## src/rtl/core/ssfp_ram.sv

```systemverilog
// Generic simple dual-port RAM with one write port and a registered read port.
module ssfp_ram #(
	parameter int unsigned WIDTH = 8,
	parameter int unsigned DEPTH = 255
) (
	input  logic                                       clk,
	input  logic                                       we,
	input  logic [((DEPTH > 1) ? $clog2(DEPTH) : 1)-1:0] waddr,
	input  logic [WIDTH-1:0]                           wdata,
	input  logic [((DEPTH > 1) ? $clog2(DEPTH) : 1)-1:0] raddr,
	output logic [WIDTH-1:0]                           rdata
);

	logic [WIDTH-1:0] mem_q [DEPTH];

	// Write on enable, register the read
	always_ff @(posedge clk) begin
		if (we) begin
			mem_q[waddr] <= wdata;
		end
		rdata <= mem_q[raddr];
	end

endmodule

```

## config.mk

```make
export PLATFORM = sky130hd
export DESIGN_NAME = ssfp_ram
export DESIGN_NICKNAME = d
export VERILOG_FILES = /design/src/rtl/core/ssfp_ram.sv
export SDC_FILE = /design/constraint.sdc
export NUM_CORES = 2
export LEC_CHECK = 0
export ABC_AREA = 1
export BUFFER_PORTS_ARGS = -buffer_cell sky130_fd_sc_hd__buf_4
export CAP_MARGIN = 5
export CORE_UTILIZATION = 40
export DETAILED_ROUTE_END_ITERATION = 10
export GPL_ROUTABILITY_DRIVEN = 0
export GPL_TIMING_DRIVEN = 1
export RECOVER_POWER = 50
export SYNTH_ARGS = -nofsm -noshare
export SYNTH_HDL_FRONTEND = slang
export SYNTH_SLANG_ARGS = --single-unit
```

## constraint.sdc

```tcl
create_clock -name clk -period 3.7 [get_ports clk]
set_input_delay 0 -clock clk [delete_from_list [all_inputs] [get_ports clk]]
set_output_delay 0 -clock clk [all_outputs]
set_load 0.1 [all_outputs]
```

==> results_dict.tcl <==
set metrics [dict create \
    status "finished, violations left" \
    failed_checks "capacitance limit, slew limit" \
    coreArea_um2 205400 \
    first_pass_iters 7 \
    synth_warnings 0 \
    rsz0062_at_grt "false" \
    areaGrowthSynthToFinish_pct 11.67 \
    path_max_fanout 117 \
    ant_nets 0 \
    syn_inst 6994 \
    dp_hpwl_mm 130.8 \
    crit_arrival_ps 3630 \
    cts_root_buffer "clkbuf_16" \
    power_frac_seq_pct 52.5 \
    grt_pass1_vias 51690 \
    die_w_um 457.7 \
    p_per_area_nw_per_um2 525.8 \
    p_sw_share_pct 22.84 \
    die_y_um 457.7 \
    dp_slack_ps 590.1 \
    period_minus_slack_ps 3067 \
    vias_per_cell 5.551 \
    worstSetupPathType "input pin to flop" \
    vias 54420 \
    worst_pin_slew_ps 3143 \
    synth_top_cell_by_area "edfxtp_1" \
    cpMostUsedCell "clkbuf_2" \
    slowest_stage "clkbuf_2" \
    fin_crit_sh_pct 82.89 \
    grt_pass1_wl_mm 345.2 \
    cp_top_family "buffers and inverters" \
    ys_seq_area_share_pct 73.95 \
    antenna_found_initial 6 \
    drive_above_1_share_pct 6.653 \
    fill_cells 18410 \
    drt-total-wl_mm 233.3 \
    cellLeakagePower_nw 31.89 \
    pwr-share-clk_pct 41.2 \
    syn_area_um2 83060 \
    required_ps 4260 \
    synthFlopType "edfxtp_1" \
    ys_top_cells_by_count "2,119 x nand2_1, 2,040 x edfxtp_1, 2,001 x nand3_1" \
    ys_seq_elements 2048 \
    fin_skew_ps 51.94 \
    async_flop_share_pct 0 \
    min_path_type "input pin to flop" \
    track_usage_pct 21.93 \
    final_nets 6968 \
    grt_max_degree 137 \
    yosysTopAreaCellShare_pct 73.76 \
    fmax_mhz 326.0 \
    syn-num-nets 7020 \
    rows 166 \
    vdd.ir_drop.worst_mv 0.6126 \
    cts_buffer_depth 3 \
    cp-end-kind "flop" \
    p_int_w 0.03763 \
    wire_per_inst_um 23.80 \
    maxCapViolCount 8 \
    combPwrFrac_pct 6.3 \
    port_buffers 33 \
    path_buf_inv 3 \
    report.final.setup_viol 0 \
    drt_iter0_drc 6773 \
    yosys.cell_count.top_type "nand2_1" \
    clkTransAtPathRegs_ps 60 \
    die-area_um2 209500 \
    grt_overflow 0 \
    synth_cell_type_count 13 \
    synth_area_per_cell_um2 11.88 \
    netlist_top_cells_area "edfxtp_1 74%, nand3_1 12%, nand2_1 9.6%" \
    cts_sinks 2048 \
    final-max-slew-violation-count 773 \
    hold_viol_final 0 \
    initial_core_util_pct 40.43 \
    path_cells "dlygate4sd3_1, clkbuf_2, clkbuf_2" \
    p_sw_w 0.01114 \
    fin_setup_tns_ps 0 \
    fin_ws_ps 633.0 \
    drc_errors 0 \
    worstSkewPairLatency_ps 840 \
    ctsHtreeMaxLevel 4 \
    start_kind "input pin" \
    cts_buffers 200 \
    io_pins 34 \
    tritoncts "done" \
    slew_headroom_pct -109.5 \
    synth_edf_count 2040 \
    cts-resized-gates 0 \
    place_area_um2 86280 \
    cp_slowest_stage_delay_ps 2110 \
    final_cell_area_um2 92750 \
]
## worst paths after layout
check,start,to,slack (ps),cells after the start
worst max-delay path,wdata[6],mem_q[139][6]$_DFFE_PP_,630,3
worst max register to register,mem_q[229][1]$_DFFE_PP_,rdata[1]$_DFF_P_,1080,11
worst min-delay path,raddr[7],rdata[5]$_DFF_P_,90,4
worst min register to register,mem_q[5][0]$_DFFE_PP_,rdata[0]$_DFF_P_,1010,10
## power by group through the flow
stage | combinational [W] | sequential (W) | clock [W]
2_1_floorplan | 0.00157 | 0.0262 | 0
3_3_place_gp | 0.00300 | 0.0261 | 0
3_5_place_dp | 0.00303 | 0.0261 | 0
4_1_cts | 0.00306 | 0.0256 | 0.0203
5_1_grt | 0.00328 | 0.0256 | 0.0212
6_report | 0.00306 | 0.0256 | 0.0201
## layer usage
| layer | part of all wire, % | global-route usage [%] | vias up |
|---|---|---|---|
| li1 | - | - | 24720 |
| met5 | 0.012 | 0 | - |
| met1 | 42 | 31.45 | 26960 |
| met3 | 8.0 | 3.261 | 373 |
| met2 | 47 | 34.34 | 2365 |
| met4 | 3.0 | 6.838 | 4 |
## sequential cells by signal, indices dropped and copies added (netlist names)
name / cells
mem_q: 2040
rdata: 8
## layout make-up
type / count / area [um^2] / area share [%]
diodes: 6 / 15.01 / 0.01619
multi-input cells: 4418 / 19090 / 20.58
well taps: 2688 / 3363 / 3.626
clock buffers: 257 / 5313 / 5.728
flip-flops and latches: 2048 / 61420 / 66.22
clock inverters: 113 / 1059 / 1.141
repair buffers: 227 / 2280 / 2.458
inverters: 47 / 210.2 / 0.2266
## placed cells by master, fill, tap and decap left out, drive strengths merged
master and instances:
edfxtp 2040, buf 177, nand3 2001, dfxtp 8, clkbuf 285, diode 6, nor2 298, clkinvlp 4
clkinv 85, nand2 2119, inv 54, dlygate4sd3 22, bufinv 17
## cells by family after synthesis
kind of cell	count (synthesis)	share of synthesized area, %
buffers and inverters	528	3.070
DFF	2048	73.95
and+or+nand+nor	4418	22.98
## repair_timing
item / CTS / global route
setup buffers: 0 / 0
hold buffers: 22 / 0
hold endpoints to repair: 1127 / 0
## worst reg2reg max path: cells and delay by family, from the launching register on
family	cells	cell delay [ps]
buf+inv	1	540
simple gates	10	1630
flops	1	360
## metrics by stage
stage	util [%]	power, W	hold slack, ps	instances
finish	45.15	0.04876	88.01	9804
CTS	45.21	0.04899	24.69	9798
detailed placement	42.00	0.02911	375.5	9406
global route	45.15	0.05005	74.00	9801
global placement	42.00	0.02909	366.3	9406
floorplan	-	0.02774	98.87	6994
(Power assumes the default switching activity.)
