### config.mk
export PLATFORM = sky130hd
export DESIGN_NAME = ssfp_ctrl
export DESIGN_NICKNAME = d
export VERILOG_FILES = /design/src/rtl/core/ssfp_pkg.sv /design/src/rtl/core/ssfp_ctrl.sv
export SDC_FILE = /design/constraint.sdc
export NUM_CORES = 1
export LEC_CHECK = 0
export BUFFER_PORTS_ARGS = -buffer_cell sky130_fd_sc_hd__buf_4
export CELL_PAD_IN_SITES_DETAIL_PLACEMENT = 0
export CELL_PAD_IN_SITES_GLOBAL_PLACEMENT = 1
export CORE_AREA = 5 5 105 107
export DETAILED_ROUTE_END_ITERATION = 16
export DIE_AREA = 0 0 110 112
export GPL_TIMING_DRIVEN = 1
export PLACE_DENSITY_LB_ADDON = 0.25
export SLEW_MARGIN = 10
export SYNTH_ARGS = -nofsm -noshare
export SYNTH_HDL_FRONTEND = slang
export SYNTH_SLANG_ARGS = --single-unit
### constraint.sdc
create_clock -name clk -period 11.3 [get_ports clk]
set_input_delay 2.26 -clock clk [delete_from_list [all_inputs] [get_ports clk]]
set_output_delay 2.26 -clock clk [all_outputs]
set_load 0.02 [all_outputs]
### src/rtl/core/ssfp_pkg.sv
// Shared types and constants for the substring search block.
package ssfp_pkg;

	// Capacity of each byte store
	localparam int unsigned MAX_LEN = 255;
	// Store address width
	localparam int unsigned ADDR_W = (MAX_LEN > 1) ? $clog2(MAX_LEN) : 1;
	// 1-based scan index width: holds up to 256
	localparam int unsigned IDX_W = 9;

	typedef enum logic [1:0] {
		MODE_TEXT   = 2'd0,
		MODE_PAT    = 2'd1,
		MODE_CLEAR  = 2'd2,
		MODE_SEARCH = 2'd3
	} mode_t;

	typedef struct packed {
		mode_t      mode;
		logic [7:0] char_value;
		logic [7:0] start_pos;
	} item_t;

	typedef struct packed {
		logic [7:0] match_position;
		logic       dropped;
	} result_t;

	// One port pair of a store: write side and read address
	typedef struct packed {
		logic              we;
		logic [ADDR_W-1:0] waddr;
		logic [7:0]        wdata;
		logic [ADDR_W-1:0] raddr;
	} ram_req_t;

endpackage

### src/rtl/core/ssfp_ctrl.sv
// Command decode, store lengths and the byte-compare scan sequencer.
module ssfp_ctrl (
	input  logic              clk,
	input  logic              arst_n,
	input  logic              start,
	input  ssfp_pkg::item_t   item,
	output logic              busy,
	output logic              done,
	output ssfp_pkg::result_t result,
	output ssfp_pkg::ram_req_t text_req,
	output ssfp_pkg::ram_req_t pat_req,
	input  logic [7:0]        text_rdata,
	input  logic [7:0]        pat_rdata
);

	typedef enum logic [1:0] {
		ST_IDLE = 2'b01,
		ST_SCAN = 2'b10
	} state_t;

	state_t                          state_q, state_d;
	logic [7:0]                      tlen_q, tlen_d;
	logic [7:0]                      plen_q, plen_d;
	logic [ssfp_pkg::IDX_W-1:0]      i_q, i_d;
	logic [ssfp_pkg::IDX_W-1:0]      j_q, j_d;
	logic                            done_q, done_d;
	ssfp_pkg::result_t               result_q, result_d;

	logic                            accept;
	logic                            start_ok;
	logic                            eq;
	logic [ssfp_pkg::IDX_W-1:0]      ni, nj;
	logic [ssfp_pkg::IDX_W-1:0]      start_ext;
	logic [ssfp_pkg::IDX_W-1:0]      tlen_ext, plen_ext;

	assign busy      = (state_q == ST_SCAN);
	assign accept    = start && !busy;
	assign start_ext = {1'b0, item.start_pos};
	assign tlen_ext  = {1'b0, tlen_q};
	assign plen_ext  = {1'b0, plen_q};
	assign start_ok  = (item.start_pos != 8'd0) && (item.start_pos <= tlen_q);

	// Next alignment step from the bytes read last cycle
	assign eq = (text_rdata == pat_rdata);
	assign ni = eq ? (i_q + ssfp_pkg::IDX_W'(1)) : (i_q - j_q + ssfp_pkg::IDX_W'(2));
	assign nj = eq ? (j_q + ssfp_pkg::IDX_W'(1)) : ssfp_pkg::IDX_W'(1);

	// Decode commands and advance the scan
	always_comb begin
		state_d  = state_q;
		tlen_d   = tlen_q;
		plen_d   = plen_q;
		i_d      = i_q;
		j_d      = j_q;
		done_d   = 1'b0;
		result_d = result_q;

		text_req       = '0;
		pat_req        = '0;
		text_req.wdata = item.char_value;
		pat_req.wdata  = item.char_value;
		text_req.waddr = tlen_q[ssfp_pkg::ADDR_W-1:0];
		pat_req.waddr  = plen_q[ssfp_pkg::ADDR_W-1:0];

		unique case (state_q)
			ST_IDLE: begin
				// Fetch the first pair in case this is a search
				text_req.raddr = ssfp_pkg::ADDR_W'(start_ext - ssfp_pkg::IDX_W'(1));
				pat_req.raddr  = '0;
				if (accept) begin
					done_d   = 1'b1;
					result_d = '0;
					unique case (item.mode)
						ssfp_pkg::MODE_TEXT: begin
							if (tlen_q == 8'(ssfp_pkg::MAX_LEN)) begin
								result_d.dropped = 1'b1;
							end else begin
								text_req.we = 1'b1;
								tlen_d      = tlen_q + 8'd1;
							end
						end
						ssfp_pkg::MODE_PAT: begin
							if (plen_q == 8'(ssfp_pkg::MAX_LEN)) begin
								result_d.dropped = 1'b1;
							end else begin
								pat_req.we = 1'b1;
								plen_d     = plen_q + 8'd1;
							end
						end
						ssfp_pkg::MODE_CLEAR: begin
							tlen_d = 8'd0;
							plen_d = 8'd0;
						end
						ssfp_pkg::MODE_SEARCH: begin
							priority if (!start_ok) begin
								result_d.match_position = 8'd0;
							end else if (plen_q == 8'd0) begin
								result_d.match_position = item.start_pos;
							end else begin
								// Hold the result until the scan ends
								done_d  = 1'b0;
								i_d     = start_ext;
								j_d     = ssfp_pkg::IDX_W'(1);
								state_d = ST_SCAN;
							end
						end
						default: ;
					endcase
				end
			end
			ST_SCAN: begin
				text_req.raddr = ssfp_pkg::ADDR_W'(ni - ssfp_pkg::IDX_W'(1));
				pat_req.raddr  = ssfp_pkg::ADDR_W'(nj - ssfp_pkg::IDX_W'(1));
				i_d = ni;
				j_d = nj;
				priority if (nj > plen_ext) begin
					done_d                  = 1'b1;
					result_d.match_position = 8'(ni - plen_ext);
					result_d.dropped        = 1'b0;
					state_d                 = ST_IDLE;
				end else if (ni > tlen_ext) begin
					done_d                  = 1'b1;
					result_d.match_position = 8'd0;
					result_d.dropped        = 1'b0;
					state_d                 = ST_IDLE;
				end else begin
					state_d = ST_SCAN;
				end
			end
			default: begin
				state_d = ST_IDLE;
			end
		endcase
	end

	// Control registers
	always_ff @(posedge clk or negedge arst_n) begin
		if (!arst_n) begin
			state_q <= ST_IDLE;
			tlen_q  <= 8'd0;
			plen_q  <= 8'd0;
			done_q  <= 1'b0;
		end else begin
			state_q <= state_d;
			tlen_q  <= tlen_d;
			plen_q  <= plen_d;
			done_q  <= done_d;
		end
	end

	// Scan indexes and result payload
	always_ff @(posedge clk) begin
		i_q      <= i_d;
		j_q      <= j_d;
		result_q <= result_d;
	end

	assign done   = done_q;
	assign result = result_q;

	// Leaving the scan always delivers a result
	a_scan_ends_done: assert property (@(posedge clk) disable iff (!arst_n)
		$fell(busy) |-> done)
		else $error("scan ended without a result strobe");

	// Stores are never written during a scan
	a_no_write_scan: assert property (@(posedge clk) disable iff (!arst_n)
		busy |-> (!text_req.we && !pat_req.we))
		else $error("store write during scan");

	// Scan indexes stay inside the live strings
	a_idx_bounds: assert property (@(posedge clk) disable iff (!arst_n)
		busy |-> ((j_q <= plen_ext) && (i_q <= tlen_ext) && (j_q != '0) && (i_q >= j_q)))
		else $error("scan index out of range");

	// A drop and a match never come together
	a_drop_excl: assert property (@(posedge clk) disable iff (!arst_n)
		(done && result.dropped) |-> (result.match_position == 8'd0))
		else $error("drop flagged with a match position");

	// Lengths never pass the store capacity
	a_len_cap: assert property (@(posedge clk) disable iff (!arst_n)
		(tlen_q <= 8'(ssfp_pkg::MAX_LEN)) && (plen_q <= 8'(ssfp_pkg::MAX_LEN)))
		else $error("store length above capacity");

endmodule

==> impl_metrics.env, run 1 <==
export IMPL_grt_usage_pct=20.5
export IMPL_critPathCaptureType="output pin"
export IMPL_antenna_left=0
export IMPL_die_area_sq_mm=0.0123
export IMPL_cp_depth=13
export IMPL_ctsLongestPathBuffers=2
export IMPL_startpoint_type="input port"
export IMPL_avgSynthCellArea_sq_um=8.66
export IMPL_post_synth_and_or_nand_nor_area_fraction_pct=21.0
export IMPL_port_buffers=73
export IMPL_rsz0062_at_grt="no"
export IMPL_worstSkewPairLatency_ps=310
export IMPL_timing_fmax_ghz=0.142
export IMPL_post_cts_buffers=0
export IMPL_drt_first_pass_iters=5
export IMPL_period_needed_ps=7030
export IMPL_cts_repair_resized=0
export IMPL_post_route_util_pct=50.7
export IMPL_syn_nets=601
export IMPL_arrival_ps=4770
export IMPL_synth_seq_cells=46
export IMPL_min_path_type="reg2reg"
export IMPL_synth_area_sq_mm=0.00439
export IMPL_core_area_sq_mm=0.0100
export IMPL_crit_path_cell_trace="buf_4, xnor2_1, nand4_1, o21ai_1, nand2_1, inv_2, a21oi_1, inv_2, ha_1, nand3_1, or4_1, a21oi_1, buf_4"
export IMPL_vias_per_cell=5.54
export IMPL_grt_pass1_wl_microns=19900
export IMPL_critPathMaxFanout=9
export IMPL_htree_num_levels=2
export IMPL_finalCritPeriodShare_pct=62.3
export IMPL_syn_to_final_growth_pct=15.9
export IMPL_ctsHoldBuffers=0
export IMPL_synth_cell_types=58
export IMPL_synth_warnings=0
export IMPL_cp_required_ps=9040
export IMPL_synth_adder_area_share_pct=16.6
export IMPL_worst_slew_pin_slew_ps=996
export IMPL_hpwl_microns=10100
export IMPL_worstSetupPathType="in2out"
export IMPL_max_stage_delay_ps=430
export IMPL_synthArstFlopShare_pct=41.3
export IMPL_final_max_slew_viol_count=0
export IMPL_drcViolationCount=0
export IMPL_cts_tree="done"
export IMPL_synth_top_family_by_area="simple AND/OR/NAND/NOR gates"
export IMPL_maxCapViolCount=0
export IMPL_synth_compound_area_share_pct=14.0
export IMPL_clock_skew_ps=9.38
export IMPL_grt_start_max_net_pins=26
export IMPL_cts_sink_count=46
export IMPL_slowest_stage="or4_1"
export IMPL_wirelength_microns=12600
export IMPL_route_vias_total=3897
export IMPL_crit_start="pat_rdata[3]"
export IMPL_power_density_mw_per_mm2=334
export IMPL_rr_endpoint="result[5]"
export IMPL_numCtsBuffers=5
export IMPL_ir_worst_vdd_uv=178
export IMPL_maxSlewHeadroom_pct=33.4
export IMPL_setup_worst_path_end="text_req[6]"
export IMPL_setup_tns_ps=0
export IMPL_root_buffer="clkbuf_8"
export IMPL_drive_gt1_share_pct=17.6
export IMPL_overflow=0
export IMPL_die_h_microns=112
export IMPL_status="completed"
export IMPL_ff2ff_path_depth=16
export IMPL_gp_congestion=0.870
export IMPL_antenna_found_initial=0
export IMPL_setup_viol=0
export IMPL_muxShareOfSynthArea_pct=1.74
export IMPL_syn_inst=507
export IMPL_nets=660
export IMPL_finalHoldViolCount=0
export IMPL_r2r_slack_ps=7050
export IMPL_clk_pin_slew_worst_paths_ps=90
export IMPL_grt_pass1_vias=3814
export IMPL_dp_worst_setup_slack_ps=4280
export IMPL_row_count=37
export IMPL_leakage_nw=2.24
export IMPL_synth_xor_area_share_pct=9.97
export IMPL_ys_seq_area_share_pct=29.3
export IMPL_pin_count=98
export IMPL_fin_ws_ps=4270
export IMPL_cp_top_family="simple AND/OR/NAND/NOR gates"
export IMPL_start_util_pct=43.7
export IMPL_wl_per_cell_microns=17.9
export IMPL_dieWidth_microns=110
export IMPL_synth_edf_count=27
export IMPL_r2r_start="j_q[1]"
export IMPL_insertedDiodeCount=0
export IMPL_path_buf_inv=4
export IMPL_drt_initial_drc_count=213
export IMPL_synth_main_ff_cell="edfxtp_1"
[synthesized netlist by cell type, drive strengths merged (11+ instances only)]
| library cell | count | share of area, % |
|---|---|---|
| ha | 55 | 16 |
| a21oi | 20 | 2.3 |
| nor2 | 50 | 4.3 |
| a21o | 11 | 1.9 |
| inv | 44 | 3.8 |
| xnor2 | 36 | 7.2 |
| dfrtp | 18 | 10 |
| nand4 | 17 | 2.4 |
| buf | 19 | 3.2 |
| o21ai | 25 | 2.8 |
| edfxtp | 27 | 18 |
| nand2 | 44 | 3.9 |
| nand3 | 18 | 2.1 |
| nor3 | 20 | 2.3 |
| xor2 | 14 | 2.8 |
[layout make-up]
class                      count  area (sq um)
timing repair buffer          77           578
fill                         967          4960
inverter                      44           165
sequential                    46          1290
tap                          136           170
clock buffer                   8           110
multi-input combinational    392          2780
[worst min-delay path: stages (launching register included)]
cell,delay [ps]
dfstp_2,380
inv_1,60
a22oi_1,80
[flip-flops by register name, indices dropped and copies added, names as in the netlist]
signal and flops:
done 1, i_q 9, j_q 9, plen_q 8, result 9, state_q 2
tlen_q 8
[worst min path at each step]
stage                  to  cells past startpoint  startpoint
2_1_floorplan  state_q[0]                      2  state_q[0]
3_3_place_gp   state_q[0]                      2  state_q[0]
3_5_place_dp   state_q[0]                      2  state_q[0]
4_1_cts        state_q[0]                      2  state_q[0]
5_1_grt        state_q[0]                      2  state_q[0]
6_report       state_q[0]                      2  state_q[0]
[power breakdown]
part           internal [mW]  switching, mW
Clock                 0.0619         0.0583
Sequential             0.257         0.0656
Combinational          0.523          0.732
[logic make-up after synthesis]
kind of cell               count (synthesis)
buffers and inverters                     69
xor gates and xnor gates                  50
AOI/OAI and AO/OA                         93
muxes                                      7
and+or+nand+nor                          185
adders and majority gates                 57
DFF                                       46
[metrics by stage]
stage | power [mW] | instance area (sq um) | cells | hold WS, ps
finish | 1.70 | 5090 | 703 | 526
global route | 1.86 | 5090 | 703 | 555
CTS | 1.70 | 5090 | 703 | 530
detailed placement | 1.57 | 4980 | 695 | 516
global placement | 1.56 | 4980 | 695 | 513
floorplan | 1.22 | 4390 | 507 | 490
[layer usage]
metal	share of wire (%)	routed length [microns]	global-route usage, %
met1	43	5440	26.8
met2	50	6240	35.0
met3	5.2	654	3.01
met4	1.9	236	5.49
met5	0	0	0
[layout by cell type, fill, tap and decap left out, types with 5 or more instances in the layout]
| master | netlist | layout |
|---|---|---|
| inv_1 | 40 | 40 |
| nand2_1 | 43 | 43 |
| mux2i_1 | 5 | 5 |
| clkbuf_8 | 0 | 8 |
| nor2_1 | 50 | 50 |
| buf_4 | 18 | 77 |
| a21oi_1 | 20 | 20 |
| nor2b_1 | 6 | 6 |
| o21ai_1 | 5 | 5 |
| o21ai_0 | 20 | 20 |
| nor3_1 | 20 | 20 |
| a21o_1 | 10 | 10 |
| dfrtp_1 | 18 | 18 |
| o21a_1 | 8 | 8 |
| nand4_1 | 17 | 17 |
| xnor2_1 | 36 | 36 |
| nand3_1 | 18 | 18 |
| and4_1 | 5 | 5 |
| a31oi_1 | 5 | 5 |
| ha_1 | 55 | 55 |
| xor2_1 | 14 | 14 |
| edfxtp_1 | 27 | 27 |
(Power assumes the default switching activity.)
==> run 2: changes to the inputs <==
--- a/config.mk
+++ b/config.mk
@@ -8,9 +8,9 @@
 export BUFFER_PORTS_ARGS = -buffer_cell sky130_fd_sc_hd__buf_4
 export CELL_PAD_IN_SITES_DETAIL_PLACEMENT = 0
 export CELL_PAD_IN_SITES_GLOBAL_PLACEMENT = 1
-export CORE_AREA = 5 5 105 107
+export CORE_AREA = 5 5 110 112
 export DETAILED_ROUTE_END_ITERATION = 16
-export DIE_AREA = 0 0 110 112
+export DIE_AREA = 0 0 115 117
 export GPL_TIMING_DRIVEN = 1
 export PLACE_DENSITY_LB_ADDON = 0.25
 export SLEW_MARGIN = 10
==> constraint.sdc (replaced) <==
create_clock -name clk -period 6.6 [get_ports clk]
set_input_delay 1.32 -clock clk [delete_from_list [all_inputs] [get_ports clk]]
set_output_delay 1.32 -clock clk [all_outputs]
set_load 0.02 [all_outputs]
==> impl_metrics.env, run 2 (synthesized netlist as in run 1, its figures left out) <==
export IMPL_status="completed"
export IMPL_wl_met3_microns=520
export IMPL_cts_tree="done"
export IMPL_drt_initial_drc_count=173
export IMPL_cp_top_family="simple AND/OR/NAND/NOR gates"
export IMPL_fin_cells=710
export IMPL_power_density_mw_per_mm2=579
export IMPL_start_util_pct=39.5
export IMPL_row_count=39
export IMPL_numCtsBuffers=5
export IMPL_die_area_sq_mm=0.0135
export IMPL_total_power_mw=2.98
export IMPL_internal_power_mw=1.49
export IMPL_path_buf_inv=4
export IMPL_drive_gt1_share_pct=17.5
export IMPL_min_path_type="reg2reg"
export IMPL_syn_to_final_growth_pct=16.9
export IMPL_vias_per_cell=5.41
export IMPL_overflow=0
export IMPL_fin_ws_ps=1450
export IMPL_drcViolationCount=0
export IMPL_p_sw_mw=1.49
export IMPL_hpwl_microns=10400
export IMPL_wl_met1_microns=5550
export IMPL_core_area_sq_mm=0.0111
export IMPL_worstSkewPairLatency_ps=290
export IMPL_finalCritPeriodShare_pct=78.0
export IMPL_setup_viol=0
export IMPL_post_route_util_pct=46.2
export IMPL_drt_first_pass_iters=5
export IMPL_ctsHoldBuffers=0
export IMPL_leakage_nw=2.26
export IMPL_antenna_left=0
export IMPL_wirelength_microns=12800
export IMPL_clk_pin_slew_worst_paths_ps=60
export IMPL_ff2ff_path_depth=15
export IMPL_min_from="state_q[0]"
export IMPL_slowest_stage="or4_1"
export IMPL_final_common_cell="buf_4"
export IMPL_antenna_found_initial=0
export IMPL_ctsLongestPathBuffers=2
export IMPL_route_vias_total=3844
export IMPL_post_cts_buffers=0
export IMPL_clock_skew_ps=3.95
export IMPL_design_area_sq_mm=0.00514
export IMPL_max_stage_delay_ps=450
export IMPL_r2r_start="j_q[1]"
export IMPL_p_seq_share_pct=18.5
export IMPL_p_sw_share_pct=50.0
export IMPL_clkPwrFrac_pct=8.7
export IMPL_rr_endpoint="result[3]"
export IMPL_critPathCaptureType="output pin"
export IMPL_worst_slew_pin_slew_ps=1030
export IMPL_r2r_slack_ps=2280
export IMPL_hold_end="state_q[0]"
export IMPL_cts_repair_resized=0
export IMPL_setup_tns_ps=0
export IMPL_holdWs_ps=525
export IMPL_worstSetupPathType="in2out"
export IMPL_maxCapViolCount=0
export IMPL_startpoint_type="input port"
export IMPL_critPathMaxFanout=9
export IMPL_route_met2_wl_microns=6540
export IMPL_cts_sink_count=46
export IMPL_finalHoldViolCount=0
export IMPL_ir_worst_vdd_uv=279
export IMPL_nets=660
export IMPL_grt_usage_pct=19.4
export IMPL_insertedDiodeCount=0
export IMPL_cp_required_ps=5280
export IMPL_dieWidth_microns=115
export IMPL_maxSlewHeadroom_pct=30.9
export IMPL_timing_fmax_ghz=0.194
export IMPL_crit_path_cell_trace="buf_4, xnor2_1, nand4_1, o21ai_1, nand2_1, inv_2, a21oi_1, inv_2, ha_1, nand3_1, or4_1, a21oi_1, buf_4"
export IMPL_grt_pass1_wl_microns=20500
export IMPL_min_path_cells=2
export IMPL_die_h_microns=117
export IMPL_layout_common_cells="buf_4, ha_1, nor2_1"
export IMPL_grt_start_max_net_pins=26
export IMPL_grt_pass1_vias=3975
export IMPL_place_inst=702
export IMPL_comb_power_share_pct=72.8
export IMPL_pin_count=98
export IMPL_arrival_ps=3830
export IMPL_root_buffer="clkbuf_16"
export IMPL_dp_worst_setup_slack_ps=1500
export IMPL_htree_num_levels=2
export IMPL_period_needed_ps=5150
export IMPL_placed_area_sq_mm=0.00499
export IMPL_final_max_slew_viol_count=0
export IMPL_port_buffers=73
export IMPL_wl_per_cell_microns=18.0
export IMPL_highest_layer="met4"
export IMPL_rsz0062_at_grt="no"
export IMPL_gp_congestion=0.890
-- run 2: layout make-up --
type / instances / area [sq um]
multi-input combinational: 392 / 2780
clock inverter: 1 / 5.00
clock buffer: 7 / 143
inverter: 44 / 165
sequential: 46 / 1290
tap: 143 / 179
timing repair buffer: 77 / 578
fill: 1109 / 5990
-- run 2: how the worst max path moves through the flow --
stage	start	to	slack (ps)	cells after the start
3_3_place_gp	pat_rdata[2]	text_req[6]	1600	13
5_1_grt	pat_rdata[1]	text_req[6]	1300	13
4_1_cts	pat_rdata[2]	text_req[6]	1480	13
2_1_floorplan	pat_rdata[4]	text_req[6]	1940	11
3_5_place_dp	pat_rdata[2]	text_req[6]	1500	13
6_report	pat_rdata[2]	text_req[6]	1450	13
-- run 2: power groups by stage --
stage          combinational (mW)  sequential [mW]  clock [mW]
2_1_floorplan                1.49            0.592           0
3_3_place_gp                 2.14            0.557           0
3_5_place_dp                 2.15            0.558           0
4_1_cts                      2.17            0.554       0.264
5_1_grt                      2.42            0.569       0.274
6_report                     2.17            0.551       0.258
-- run 2: worst reg2reg max path, delay by kind of cell (launching register included) --
family          cells  cell delay, ps
buf+inv             2             250
flops               1             500
fa+ha+maj           4            1320
simple gates        1              60
xor+xnor            1              80
compound gates      7            1850
-- run 2: layer usage --
layer | up-vias | global-route usage, %
li1 | 1904 | -
met2 | 88 | 35.6
met4 | 0 | 3.21
met1 | 1841 | 24.7
met3 | 11 | 2.62
met5 | - | 0
